==> src/button_press_classifier_assert.svh <==
// ----------------------------------------------------------------------------
// Assertion macros for the button press classifier
// Shared clocking and reset handling for concurrent checks.
// ----------------------------------------------------------------------------
`ifndef BUTTON_PRESS_CLASSIFIER_ASSERT_SVH
`define BUTTON_PRESS_CLASSIFIER_ASSERT_SVH

// Check that holds in the same cycle as its condition.
`define BPC_ASSERT_NOW(name, ante, cons, msg) \
  name: assert property (@(posedge clk_i) disable iff (!rst_ni) (ante) |-> (cons)) \
    else $error(msg);

// Check that holds in the cycle after its condition.
`define BPC_ASSERT_NEXT(name, ante, cons, msg) \
  name: assert property (@(posedge clk_i) disable iff (!rst_ni) (ante) |=> (cons)) \
    else $error(msg);

`endif

==> src/bpc_pkg.sv <==
`timescale 1ns / 1ps
// ----------------------------------------------------------------------------
// bpc_pkg
// Constants, register defaults and codes of the button press classifier.
// ----------------------------------------------------------------------------
package bpc_pkg;

  localparam int unsigned DEF_COUNT_WIDTH = 16;

  localparam int DEB_W   = 10;
  localparam int LONG_W  = 16;
  localparam int HALF_W  = 12;
  localparam int REP_W   = 4;
  localparam int CFG_W   = 16;
  localparam int ADDR_W  = 2;
  localparam int FPH_W   = 5;
  localparam int EV_W    = 2;
  localparam int MODE_W  = 2;

  // register indexes
  localparam logic [ADDR_W-1:0] REG_DEBOUNCE = 2'd0;
  localparam logic [ADDR_W-1:0] REG_LONG     = 2'd1;
  localparam logic [ADDR_W-1:0] REG_HALF     = 2'd2;
  localparam logic [ADDR_W-1:0] REG_REPEATS  = 2'd3;

  // register reset values
  localparam logic [DEB_W-1:0]  DEBOUNCE_RST = 10'd30;
  localparam logic [LONG_W-1:0] LONG_RST     = 16'd1000;
  localparam logic [HALF_W-1:0] HALF_RST     = 12'd150;
  localparam logic [REP_W-1:0]  REPEATS_RST  = 4'd3;

  // mode codes
  localparam logic [MODE_W-1:0] MODE_IDLE  = 2'd0;
  localparam logic [MODE_W-1:0] MODE_WAIT  = 2'd1;
  localparam logic [MODE_W-1:0] MODE_HOLD  = 2'd2;
  localparam logic [MODE_W-1:0] MODE_FLASH = 2'd3;

  // press event codes
  localparam logic [EV_W-1:0] EV_NONE   = 2'd0;
  localparam logic [EV_W-1:0] EV_SHORT  = 2'd1;
  localparam logic [EV_W-1:0] EV_LONG   = 2'd2;
  localparam logic [EV_W-1:0] EV_REJECT = 2'd3;

endpackage

==> src/button_press_classifier.sv <==
`timescale 1ns / 1ps
// ----------------------------------------------------------------------------
// button_press_classifier
// Debounces an active-low button sampled once per tick transaction and
// classifies presses as short (toggles LED one), long (flashes all LEDs)
// or rejected bounces.
// ----------------------------------------------------------------------------
// A tick's result is registered and appears in the cycle after accept.
// Throughput: one tick per cycle unless stalled; the state update is a single
//   counter increment and compare between the state and result registers.
// in_stall_o rises only while a result waits and out_stall_i is high.
// Reset (async, active low): idle, LED one state dark, config at defaults.
// ----------------------------------------------------------------------------
`include "button_press_classifier_assert.svh"

module button_press_classifier #(
  parameter int unsigned COUNT_WIDTH = bpc_pkg::DEF_COUNT_WIDTH
) (
  input  logic                       clk_i,
  input  logic                       rst_ni,
  // configuration write port
  input  logic                       cfg_we_i,
  input  logic [bpc_pkg::ADDR_W-1:0] cfg_addr_i,
  input  logic [bpc_pkg::CFG_W-1:0]  cfg_wdata_i,
  // tick input channel
  input  logic                       in_valid_i,
  output logic                       in_stall_o,
  input  logic                       button_level_i,
  // result channel
  output logic                       out_valid_o,
  input  logic                       out_stall_i,
  output logic                       led_one_level_o,
  output logic                       led_two_level_o,
  output logic                       led_three_level_o,
  output logic [bpc_pkg::EV_W-1:0]   press_event_o
);

  // Timer must hold the saturated hold count, the 16-bit long threshold
  // and the 12-bit flash phase length.
  localparam int TW = (COUNT_WIDTH > bpc_pkg::LONG_W) ? COUNT_WIDTH : bpc_pkg::LONG_W;
  localparam logic [TW-1:0] CntMax = TW'({COUNT_WIDTH{1'b1}});

  // --------------------------------------------------------------------------
  // Configuration registers
  // --------------------------------------------------------------------------
  logic [bpc_pkg::DEB_W-1:0]  deb_q;
  logic [bpc_pkg::LONG_W-1:0] long_q;
  logic [bpc_pkg::HALF_W-1:0] half_q;
  logic [bpc_pkg::REP_W-1:0]  rep_q;

  always_ff @(posedge clk_i or negedge rst_ni) begin
    if (!rst_ni) begin
      deb_q  <= bpc_pkg::DEBOUNCE_RST;
      long_q <= bpc_pkg::LONG_RST;
      half_q <= bpc_pkg::HALF_RST;
      rep_q  <= bpc_pkg::REPEATS_RST;
    end else if (cfg_we_i) begin
      case (cfg_addr_i)
        bpc_pkg::REG_DEBOUNCE: deb_q  <= cfg_wdata_i[bpc_pkg::DEB_W-1:0];
        bpc_pkg::REG_LONG:     long_q <= cfg_wdata_i[bpc_pkg::LONG_W-1:0];
        bpc_pkg::REG_HALF:     half_q <= cfg_wdata_i[bpc_pkg::HALF_W-1:0];
        bpc_pkg::REG_REPEATS:  rep_q  <= cfg_wdata_i[bpc_pkg::REP_W-1:0];
        default: ;
      endcase
    end
  end

  // A zero in debounce, half period or repeats behaves as one.
  logic [TW-1:0]              deb_ext, half_ext, long_ext;
  logic [bpc_pkg::REP_W-1:0]  rep_eff;

  assign deb_ext  = (deb_q == '0)  ? TW'(1) : TW'(deb_q);
  assign half_ext = (half_q == '0) ? TW'(1) : TW'(half_q);
  assign long_ext = TW'(long_q);
  assign rep_eff  = (rep_q == '0)  ? bpc_pkg::REP_W'(1) : rep_q;

  // --------------------------------------------------------------------------
  // Handshake: single result register, input stalls only when it is held.
  // --------------------------------------------------------------------------
  logic out_valid_q;
  logic acc;

  assign in_stall_o = out_valid_q & out_stall_i;
  assign acc        = in_valid_i & ~in_stall_o;

  // --------------------------------------------------------------------------
  // Classifier state
  // --------------------------------------------------------------------------
  logic [bpc_pkg::MODE_W-1:0] mode_q, mode_d;
  logic                       prev_q, prev_d;
  logic [TW-1:0]              cnt_q, cnt_d;
  logic [bpc_pkg::FPH_W-1:0]  fph_q, fph_d;
  logic                       tog_q, tog_d;
  logic                       led1_q, led1_d;
  logic [bpc_pkg::EV_W-1:0]   ev_d;
  logic [TW-1:0]              cnt_inc, cnt_sat;
  logic [bpc_pkg::FPH_W-1:0]  fph_inc;
  logic                       l1_d, l23_d;

  assign cnt_inc = cnt_q + TW'(1);
  assign cnt_sat = (cnt_q < CntMax) ? cnt_inc : cnt_q;
  assign fph_inc = fph_q + bpc_pkg::FPH_W'(1);

  always_comb begin
    mode_d = mode_q;
    prev_d = prev_q;
    cnt_d  = cnt_q;
    fph_d  = fph_q;
    tog_d  = tog_q;
    led1_d = led1_q;
    ev_d   = bpc_pkg::EV_NONE;

    case (mode_q)
      bpc_pkg::MODE_FLASH: begin
        cnt_d = cnt_inc;
        if (cnt_inc >= half_ext) begin
          cnt_d = '0;
          fph_d = fph_inc;
          // two phases (lit, dark) per repeat
          if (fph_inc >= {rep_eff, 1'b0}) begin
            mode_d = bpc_pkg::MODE_IDLE;
            fph_d  = '0;
            led1_d = 1'b1;
            prev_d = 1'b0;
          end
        end
      end
      bpc_pkg::MODE_WAIT: begin
        cnt_d = cnt_inc;
        if (cnt_inc >= deb_ext) begin
          cnt_d = '0;
          if (button_level_i) begin
            ev_d   = bpc_pkg::EV_REJECT;
            mode_d = bpc_pkg::MODE_IDLE;
            prev_d = 1'b0;
          end else begin
            mode_d = bpc_pkg::MODE_HOLD;
          end
        end
      end
      bpc_pkg::MODE_HOLD: begin
        cnt_d = cnt_sat;
        if (button_level_i) begin
          cnt_d = '0;
          if (cnt_sat >= long_ext) begin
            ev_d   = bpc_pkg::EV_LONG;
            mode_d = bpc_pkg::MODE_FLASH;
            fph_d  = '0;
          end else begin
            ev_d   = bpc_pkg::EV_SHORT;
            tog_d  = ~tog_q;
            led1_d = tog_q;   // LED is active low: lit when tog_q is clear
            mode_d = bpc_pkg::MODE_IDLE;
            prev_d = 1'b0;
          end
        end
      end
      default: ;
    endcase

    // Idle edge detection; also runs on the tick that ends a flash.
    if ((mode_q == bpc_pkg::MODE_IDLE) ||
        ((mode_q == bpc_pkg::MODE_FLASH) && (mode_d == bpc_pkg::MODE_IDLE))) begin
      if (!button_level_i && prev_d) begin
        mode_d = bpc_pkg::MODE_WAIT;
        cnt_d  = '0;
        prev_d = 1'b0;
      end else begin
        prev_d = button_level_i;
      end
    end

    // LED pins: flash drives all three from the phase, else LED one only.
    if (mode_d == bpc_pkg::MODE_FLASH) begin
      l1_d  = fph_d[0];
      l23_d = fph_d[0];
    end else begin
      l1_d  = led1_d;
      l23_d = 1'b1;
    end
  end

  always_ff @(posedge clk_i or negedge rst_ni) begin
    if (!rst_ni) begin
      mode_q <= bpc_pkg::MODE_IDLE;
      prev_q <= 1'b1;
      cnt_q  <= '0;
      fph_q  <= '0;
      tog_q  <= 1'b0;
      led1_q <= 1'b1;
    end else if (acc) begin
      mode_q <= mode_d;
      prev_q <= prev_d;
      cnt_q  <= cnt_d;
      fph_q  <= fph_d;
      tog_q  <= tog_d;
      led1_q <= led1_d;
    end
  end

  // --------------------------------------------------------------------------
  // Result register
  // --------------------------------------------------------------------------
  logic                     l1_q, l2_q, l3_q;
  logic [bpc_pkg::EV_W-1:0] ev_q;

  always_ff @(posedge clk_i or negedge rst_ni) begin
    if (!rst_ni) begin
      out_valid_q <= 1'b0;
    end else if (acc) begin
      out_valid_q <= 1'b1;
    end else if (!out_stall_i) begin
      out_valid_q <= 1'b0;
    end
  end

  always_ff @(posedge clk_i) begin
    if (acc) begin
      l1_q <= l1_d;
      l2_q <= l23_d;
      l3_q <= l23_d;
      ev_q <= ev_d;
    end
  end

  assign out_valid_o       = out_valid_q;
  assign led_one_level_o   = l1_q;
  assign led_two_level_o   = l2_q;
  assign led_three_level_o = l3_q;
  assign press_event_o     = ev_q;

  // --------------------------------------------------------------------------
  // Assertions
  // --------------------------------------------------------------------------
  `BPC_ASSERT_NEXT(a_long_starts_flash, acc && (ev_d == bpc_pkg::EV_LONG),
    (mode_q == bpc_pkg::MODE_FLASH) && !led_one_level_o && !led_two_level_o,
    "long press did not start a lit flash phase")

  `BPC_ASSERT_NEXT(a_short_returns_idle,
    acc && ((ev_d == bpc_pkg::EV_SHORT) || (ev_d == bpc_pkg::EV_REJECT)),
    (mode_q == bpc_pkg::MODE_IDLE) && !prev_q,
    "handled press did not return to idle with low previous level")

  `BPC_ASSERT_NEXT(a_flash_end_dark,
    acc && (mode_q == bpc_pkg::MODE_FLASH) && (mode_d != bpc_pkg::MODE_FLASH),
    led1_q && led_one_level_o && $stable(tog_q),
    "flash end did not leave LED one dark with toggle kept")

  `BPC_ASSERT_NOW(a_hold_saturates, mode_q == bpc_pkg::MODE_HOLD, cnt_q <= CntMax,
    "hold count beyond saturation limit")

endmodule
==> config.mk <==
export PLATFORM = sky130hd
export DESIGN_NAME = button_press_classifier
export DESIGN_NICKNAME = d
export VERILOG_FILES = /design/src/bpc_pkg.sv /design/src/button_press_classifier.sv
export VERILOG_INCLUDE_DIRS = /design/src /design/src/src
export SDC_FILE = /design/constraint.sdc
export NUM_CORES = 1
export LEC_CHECK = 0
export ABC_CLOCK_PERIOD_IN_PS = 13600
export BUFFER_PORTS_ARGS = -buffer_cell sky130_fd_sc_hd__buf_2
export CAP_MARGIN = 20
export CORE_ASPECT_RATIO = 1.5
export CORE_MARGIN = 2
export CORE_UTILIZATION = 40
export CTS_BUF_LIST = sky130_fd_sc_hd__clkbuf_4 sky130_fd_sc_hd__clkbuf_8 sky130_fd_sc_hd__clkbuf_16
export DETAILED_ROUTE_END_ITERATION = 10
export HOLD_SLACK_MARGIN = 0.06
export SLEW_MARGIN = 20
export SYNTH_ARGS = -nofsm -noshare
export SYNTH_HDL_FRONTEND = slang
export SYNTH_SLANG_ARGS = --single-unit
export TNS_END_PERCENT = 100
==> constraint.sdc <==
create_clock -name clk_i -period 13.6 [get_ports clk_i]
set_clock_uncertainty 0.1 [all_clocks]
set_input_delay 1.36 -clock clk_i [delete_from_list [all_inputs] [get_ports clk_i]]
set_output_delay 1.36 -clock clk_i [all_outputs]
set_load 0.05 [all_outputs]
# Word-level counts from Yosys, hierarchy flattened
# Index checks and enable logic that the tools add are counted.
word_totals:
  word_cells: 101
  out_inout_bits: 7
  input_bits: 24
  reg_bits: 73
classes:
  n_eq_ne: 11
  muxes: 46
  order_cmp: 5
  n_addsub: 2
  bitwise: 5
  reduce_logical: 17
ops:
  columns: ["op", "n"]
  rows:
  - ["two-way mux 16 bit", 6]
  - ["one-hot mux 16 bit (3 select lines)", 1]
  - ["two-way mux 2 bit", 12]
  - ["two-way mux 5 bit", 4]
  - ["adder 16 x 1 -> 16 bit, second input constant", 1]
  - [">= comparator 16 x 10 -> 1 bit", 1]
  - [">= comparator 16 x 12 -> 1 bit", 1]
  - [">= comparator 16 bit", 1]
  - ["less-than comparator 16 bit, second input constant", 1]
  - ["two-way mux 1 bit", 15]
  - ["logical NOT 12 bit", 1]
  - ["two-way mux 12 bit", 1]
  - ["equality test 2 bit, second input constant", 5]
  - ["logical NOT 10 bit", 1]
  - ["two-way mux 10 bit", 1]
  - ["one-hot mux 5 bit (2 select lines)", 1]
  - ["AND reduction 2 bit", 4]
  - ["logical NOT 2 bit", 3]
  - ["inequality test 2 bit, second input constant", 3]
  - ["one-hot mux 2 bit (3 select lines)", 1]
  - ["adder 5 x 1 -> 5 bit, second input constant", 1]
  - [">= comparator 5 bit", 1]
  - ["AND reduction 5 bit", 1]
  - ["equality test 2 x 1 -> 1 bit, second input constant", 2]
  - ["other kinds (13)", 17]

# Longest topological paths before layout
logic_depth:
  ltp_word: 12
  ltp_mapped: 19
  mapped_depth_nobuf: 17

# Worst setup path before layout
# No wires, ideal clock.
synth_path:
  path_kind: "reg-to-reg"
  start: "reg cnt_q[0]"
  end: "reg l1_q, in the netlist led_one_level_o (data pin)"
  path_buffers: 2
  t_required_ns: 13.240
  path_slack_ns: 8.994
  stages_incl_launch_ff: 19
  arrival_time_ns: 4.246
  path_cell_list: "dfrtp_1 > ha_1 > nand2_1 > or3_1 > clkbuf_2 > nor3_1 > nand2_1 > clkbuf_1 > xnor2_1 > ha_1 > nor2_1 > a21oi_1 > o41ai_1 > a21oi_1 > o22a_1 > o31ai_4 > nor2_1 > a211oi_1 > mux2_2"
synth_via:
  elab_chain_len: 12
  elab_cells_between_ends: 32
  classes_between: "1 x add/sub; 4 x order compare; 1 x eq/ne; 22 x mux; 4 x reduce/logical"
synth_rtl:
  columns: ["element", "line", "source"]
  rows:
  - ["start, declared", "button_press_classifier.sv:91", "logic [TW-1:0] cnt_q, cnt_d;"]
  - ["start signal, assigned", "button_press_classifier.sv:194", "cnt_q <= cnt_d;"]
  - ["adder 16 x 1 -> 16 bit / less-than comparator 16 bit (equally long branches)", "button_press_classifier.sv:100, button_press_classifier.sv:101", null]
  - ["two-way mux 16 bit", "button_press_classifier.sv:101", "assign cnt_sat = (cnt_q < CntMax) ? cnt_inc : cnt_q;"]
  - [">= comparator 16 bit", "button_press_classifier.sv:145", "if (cnt_sat >= long_ext) begin"]
  - ["two-way mux 2 bit", "button_press_classifier.sv:145", null]
  - ["two-way mux 2 bit", "button_press_classifier.sv:143", "if (button_level_i) begin"]
  - ["one-hot mux 2 bit (3 select lines)", "button_press_classifier.sv:113", "case (mode_q)"]
  - ["logical NOT 2 bit", "button_press_classifier.sv:163", "((mode_q == bpc_pkg::MODE_FLASH) && (mode_d == bpc_pkg::MODE_IDLE))) begin"]
  - ["logical AND 1 bit", "button_press_classifier.sv:163", null]
  - ["logical OR 1 bit", "button_press_classifier.sv:162", "if ((mode_q == bpc_pkg::MODE_IDLE) ||"]
  - ["two-way mux 2 bit", "button_press_classifier.sv:162", null]
  - ["equality test 2 bit", "button_press_classifier.sv:174", "if (mode_d == bpc_pkg::MODE_FLASH) begin"]
  - ["two-way mux 1 bit *", "button_press_classifier.sv:174", null]
  - ["named net l1_d", "button_press_classifier.sv:98", "logic l1_d, l23_d;"]
  - ["end signal, assigned", "button_press_classifier.sv:219", "l1_q <= l1_d;"]
  - ["end, declared", "button_press_classifier.sv:204", "logic l1_q, l2_q, l3_q;"]
# The timed path passes the listed nets; every way through them passes the cells marked *. The select of a mux whose other input is x is not followed.
# A chain may end at the register's enable or synchronous reset.

# Final worst setup path
layout_path:
  start: "reg cnt_q[0]"
  end: "reg cnt_q[6]"
layout_via:
  elab_chain_len: 10
  elab_cells_between_ends: 26
  classes_between: "1 x add/sub; 4 x order compare; 17 x mux; 4 x reduce/logical"
layout_rtl:
  columns: ["element", "line"]
  rows:
  - ["adder 16 x 1 -> 16 bit / less-than comparator 16 bit (equally long branches)", "button_press_classifier.sv:100, button_press_classifier.sv:101"]
  - ["two-way mux 16 bit", "button_press_classifier.sv:101"]
  - [">= comparator 16 bit", "button_press_classifier.sv:145"]
  - ["two-way mux 2 bit", "button_press_classifier.sv:145"]
  - ["two-way mux 2 bit", "button_press_classifier.sv:143"]
  - ["one-hot mux 2 bit (3 select lines)", "button_press_classifier.sv:113"]
  - ["logical NOT 2 bit", "button_press_classifier.sv:163"]
  - ["logical AND 1 bit", "button_press_classifier.sv:163"]
  - ["logical OR 1 bit", "button_press_classifier.sv:162"]
  - ["two-way mux 16 bit *", "button_press_classifier.sv:162"]
# Every way passes the cells marked *; elsewhere a longest branch is shown, timed or not.

==> results_dict.tcl <==
set metrics [dict create \
    synth_edf_count 4 \
    overflow 0 \
    max_freq_mhz 176 \
    antenna_found_initial 0 \
    dieArea_sq_um 13300 \
    io_pins 31 \
    reg2reg_from "cnt_q[0]$_DFFE_PN0P_" \
    critPathCaptureType "flip-flop" \
    min_from "tog_q$_DFFE_PN0P_" \
    hold_class "flip-flop to flip-flop" \
    syn_to_final_growth_pct 11.8 \
    post_cts_buffers 0 \
    fillers 1170 \
    timing.final.ws_setup_ns 7.91 \
    crit_buf_inv 0 \
    crit_arrival_ns 5.77 \
    io_buffers 30 \
    firstDrtPassIters 4 \
    postCtsResizedCells 0 \
    synthesis.area_sq_um 4960 \
    cts_buffers 9 \
    via_per_inst 5.47 \
    dpl_worst_slack_ns 7.90 \
    dp_hpwl_um 8960 \
    coreArea_sq_um 12100 \
    crit_required_ns 13.68 \
    rsz0062_at_grt "false" \
    gp_congestion 0.892 \
    cp_max_fo 16 \
    yosysSeqAreaShare 0.377 \
    routed_wl_um 11800 \
    grt_pass1_vias 4105 \
    start_util 0.411 \
    drc 0 \
    synth.top_cell.area_share 0.257 \
    outcome "finished clean" \
    grt_pass1_wl_um 20200 \
    ctsLongestPathBuffers 2 \
    vdd_drop_max_uv 57.9 \
    synth_top_area_cell "dfrtp_1" \
    drive_gt1_frac 0.214 \
    synth.ff_latch_count 73 \
    report.final.slew_viol_count 0 \
    critical-path-top-delay-family "compound AO/OA/AOI/OAI gates" \
    slowest_delay_ns 0.91 \
    tns_ns 0 \
    grt_max_degree 70 \
    ys_warn_count 0 \
    synth_area_leaders "dfrtp_1 26%, ha_1 12%, dfstp_2 9.5%, mux2_2 7.9%, inv_1 4.5%" \
    setup.worst_path.class "flip-flop to flip-flop" \
    wl_per_cell_um 16.5 \
    maxCapViolCount 0 \
    async_reset_ff_frac 0.945 \
    grt_use_total 0.195 \
    path_cells "ha_1, nand2_1, or3_1, nor3_1, nand2_1, mux2_2, ha_1, o211ai_1, a21oi_1, o41ai_1, a21oi_1, o22a_1, o21ai_2, nand4b_4, a2111oi_4, nor3_1" \
    postSynthCellCount 529 \
    finalCriticalPeriod_ns 5.69 \
    cts.clk_slew.worst_paths_ns 0.06 \
    synthDistinctLibCells 66 \
    insertion_delay_ns 0.34 \
    ctsHoldBuffers 0 \
    synth_nets 602 \
    ant_nets 0 \
    synth_ff_type "dfrtp_1" \
    startpoint "cnt_q[0]$_DFFE_PN0P_" \
    drt_iter0_drc 117 \
    nets 629 \
    antennaDiodeCount 0 \
    startpoint_type "flip-flop" \
    syn_avg_cell_area_sq_um 9.38 \
    powerDensity_nw_per_um2 129 \
    worst_pin_slew_ns 1.04 \
    min_period_over_period 0.418 \
    fp.dieW_um 95.0 \
    cp_slowest_cell "a2111oi_4" \
    cts_sinks 73 \
    p_leak_nw 2.62 \
    cts_tree "done" \
    num_vias 3906 \
    relSlewSlack 0.306 \
    dieHeight_um 140 \
    rows 49 \
    cts_max_level 3 \
    cts_root_buf "clkbuf_16" \
    setup_violations 0 \
    hold_viol 0 \
]
-- cells in the mapped netlist, drive strengths merged (2+ instances only) --
cell type and instances:
o21ai 27, edfxtp 4, nand2 54, nor3b 2, nand2b 9, nor2 41
o31ai 4, a31oi 5, nor2b 4, a211oi 11, a31o 2, xnor2 11
o22ai 2, o211ai 9, buf 4, o2111ai 2, a311oi 2, dfstp 18
mux2 36, nor3 9, nand3 18, inv 59, or3 2, or4b 2
a211o 2, a21o 2, a21oi 29, xor2 8, nand4 6, nor4 6
clkbuf 11, nand3b 2, a22oi 5, o21a 4, dfrtp 51, ha 49
-- sequential cells by signal, summed over array words and instances, names as in the netlist, 2 cells and up --
signal,flops
half_q,12
deb_q,10
cnt_q,16
fph_q,5
long_ext,16
rep_q,4
press_event_o,2
mode_q,2
-- area by class of cell --
type / instances / area, sq um / area share
Multi-Input combinational cell: 381 / 2800 / 0.505
Sequential cell: 73 / 1870 / 0.337
Clock buffer: 10 / 233 / 0.0419
Inverter: 60 / 225 / 0.0406
Tap cell: 153 / 191 / 0.0345
Timing Repair Buffer: 31 / 158 / 0.0284
Clock inverter: 6 / 67.6 / 0.0122
-- per-layer routing --
layer	wire length (um)	vias up	global-route usage	part of all wire
li1	-	1925	-	-
met1	4850	1910	0.224	0.41
met2	6340	52	0.354	0.54
met3	295	19	0.0317	0.025
met4	273	0	0.0717	0.023
met5	0	-	0	0
-- final timing paths --
path / end / cells after the start / slack, ns
worst max-delay path: cnt_q[6]$_DFFE_PN0P_ / 16 / 7.91
worst min-delay path: tog_q$_DFFE_PN0P_ / 1 / 0.38
worst max register to register: cnt_q[6]$_DFFE_PN0P_ / 16 / 7.91
worst min register to register: tog_q$_DFFE_PN0P_ / 1 / 0.38
max in group asynchronous: fph_q[3]$_DFFE_PN0P_ / 2 / 11.71
min in group asynchronous: half_q[10]$_DFFE_PN0P_ / 2 / 1.12
-- kinds of logic (layout without fill, tap and decap cells) --
family | Yosys count | count (layout) | synth area share
adder cells (fa/ha/maj) | 49 | 49 | 0.124
multiplexers | 37 | 37 | 0.0844
XOR/XNOR | 19 | 19 | 0.0335
AO/OA/AOI/OAI | 117 | 117 | 0.165
buffers and inverters | 75 | 107 | 0.0595
flip-flops | 73 | 73 | 0.377
AND/OR/NAND/NOR | 159 | 159 | 0.158
-- per-stage QoR --
step / hold slack (ns) / total power (W) / instance area (sq um) / util / std cells
floorplan: 0.345 / 0.000422 / 4960 / - / 529
global placement: 0.370 / 0.000471 / 5250 / 0.434 / 698
detailed placement: 0.364 / 0.000477 / 5250 / 0.434 / 698
CTS: 0.381 / 0.000724 / 5550 / 0.459 / 714
global route: 0.398 / 0.000763 / 5550 / 0.459 / 714
finish: 0.379 / 0.000718 / 5550 / 0.459 / 714
-- layout by cell type, fill, tap and decap left out, drive strengths merged, types with 3 or more instances in the layout --
cell type	n
inv	60
nand2	54
dfrtp	51
ha	49
nor2	41
mux2	36
buf	31
a21oi	29
o21ai	27
nand3	18
dfstp	18
xnor2	11
a211oi	11
clkbuf	10
o211ai	9
nand2b	9
nor3	9
xor2	8
nor4	6
nand4	6
a31oi	5
a22oi	5
nor2b	4
o21a	4
edfxtp	4
o31ai	4
clkinv	3
-- where the power goes --
group / internal, W / switching (W) / leakage (nW) / total (W)
sequential: 0.000258 / 0.0000253 / 0.876 / 0.000283
combinational: 0.0000791 / 0.000112 / 1.60 / 0.000191
clock: 0.000145 / 0.0000987 / 0.142 / 0.000243
total: 0.000482 / 0.000236 / 2.62 / 0.000718
Power figures use the tool's default switching activity.
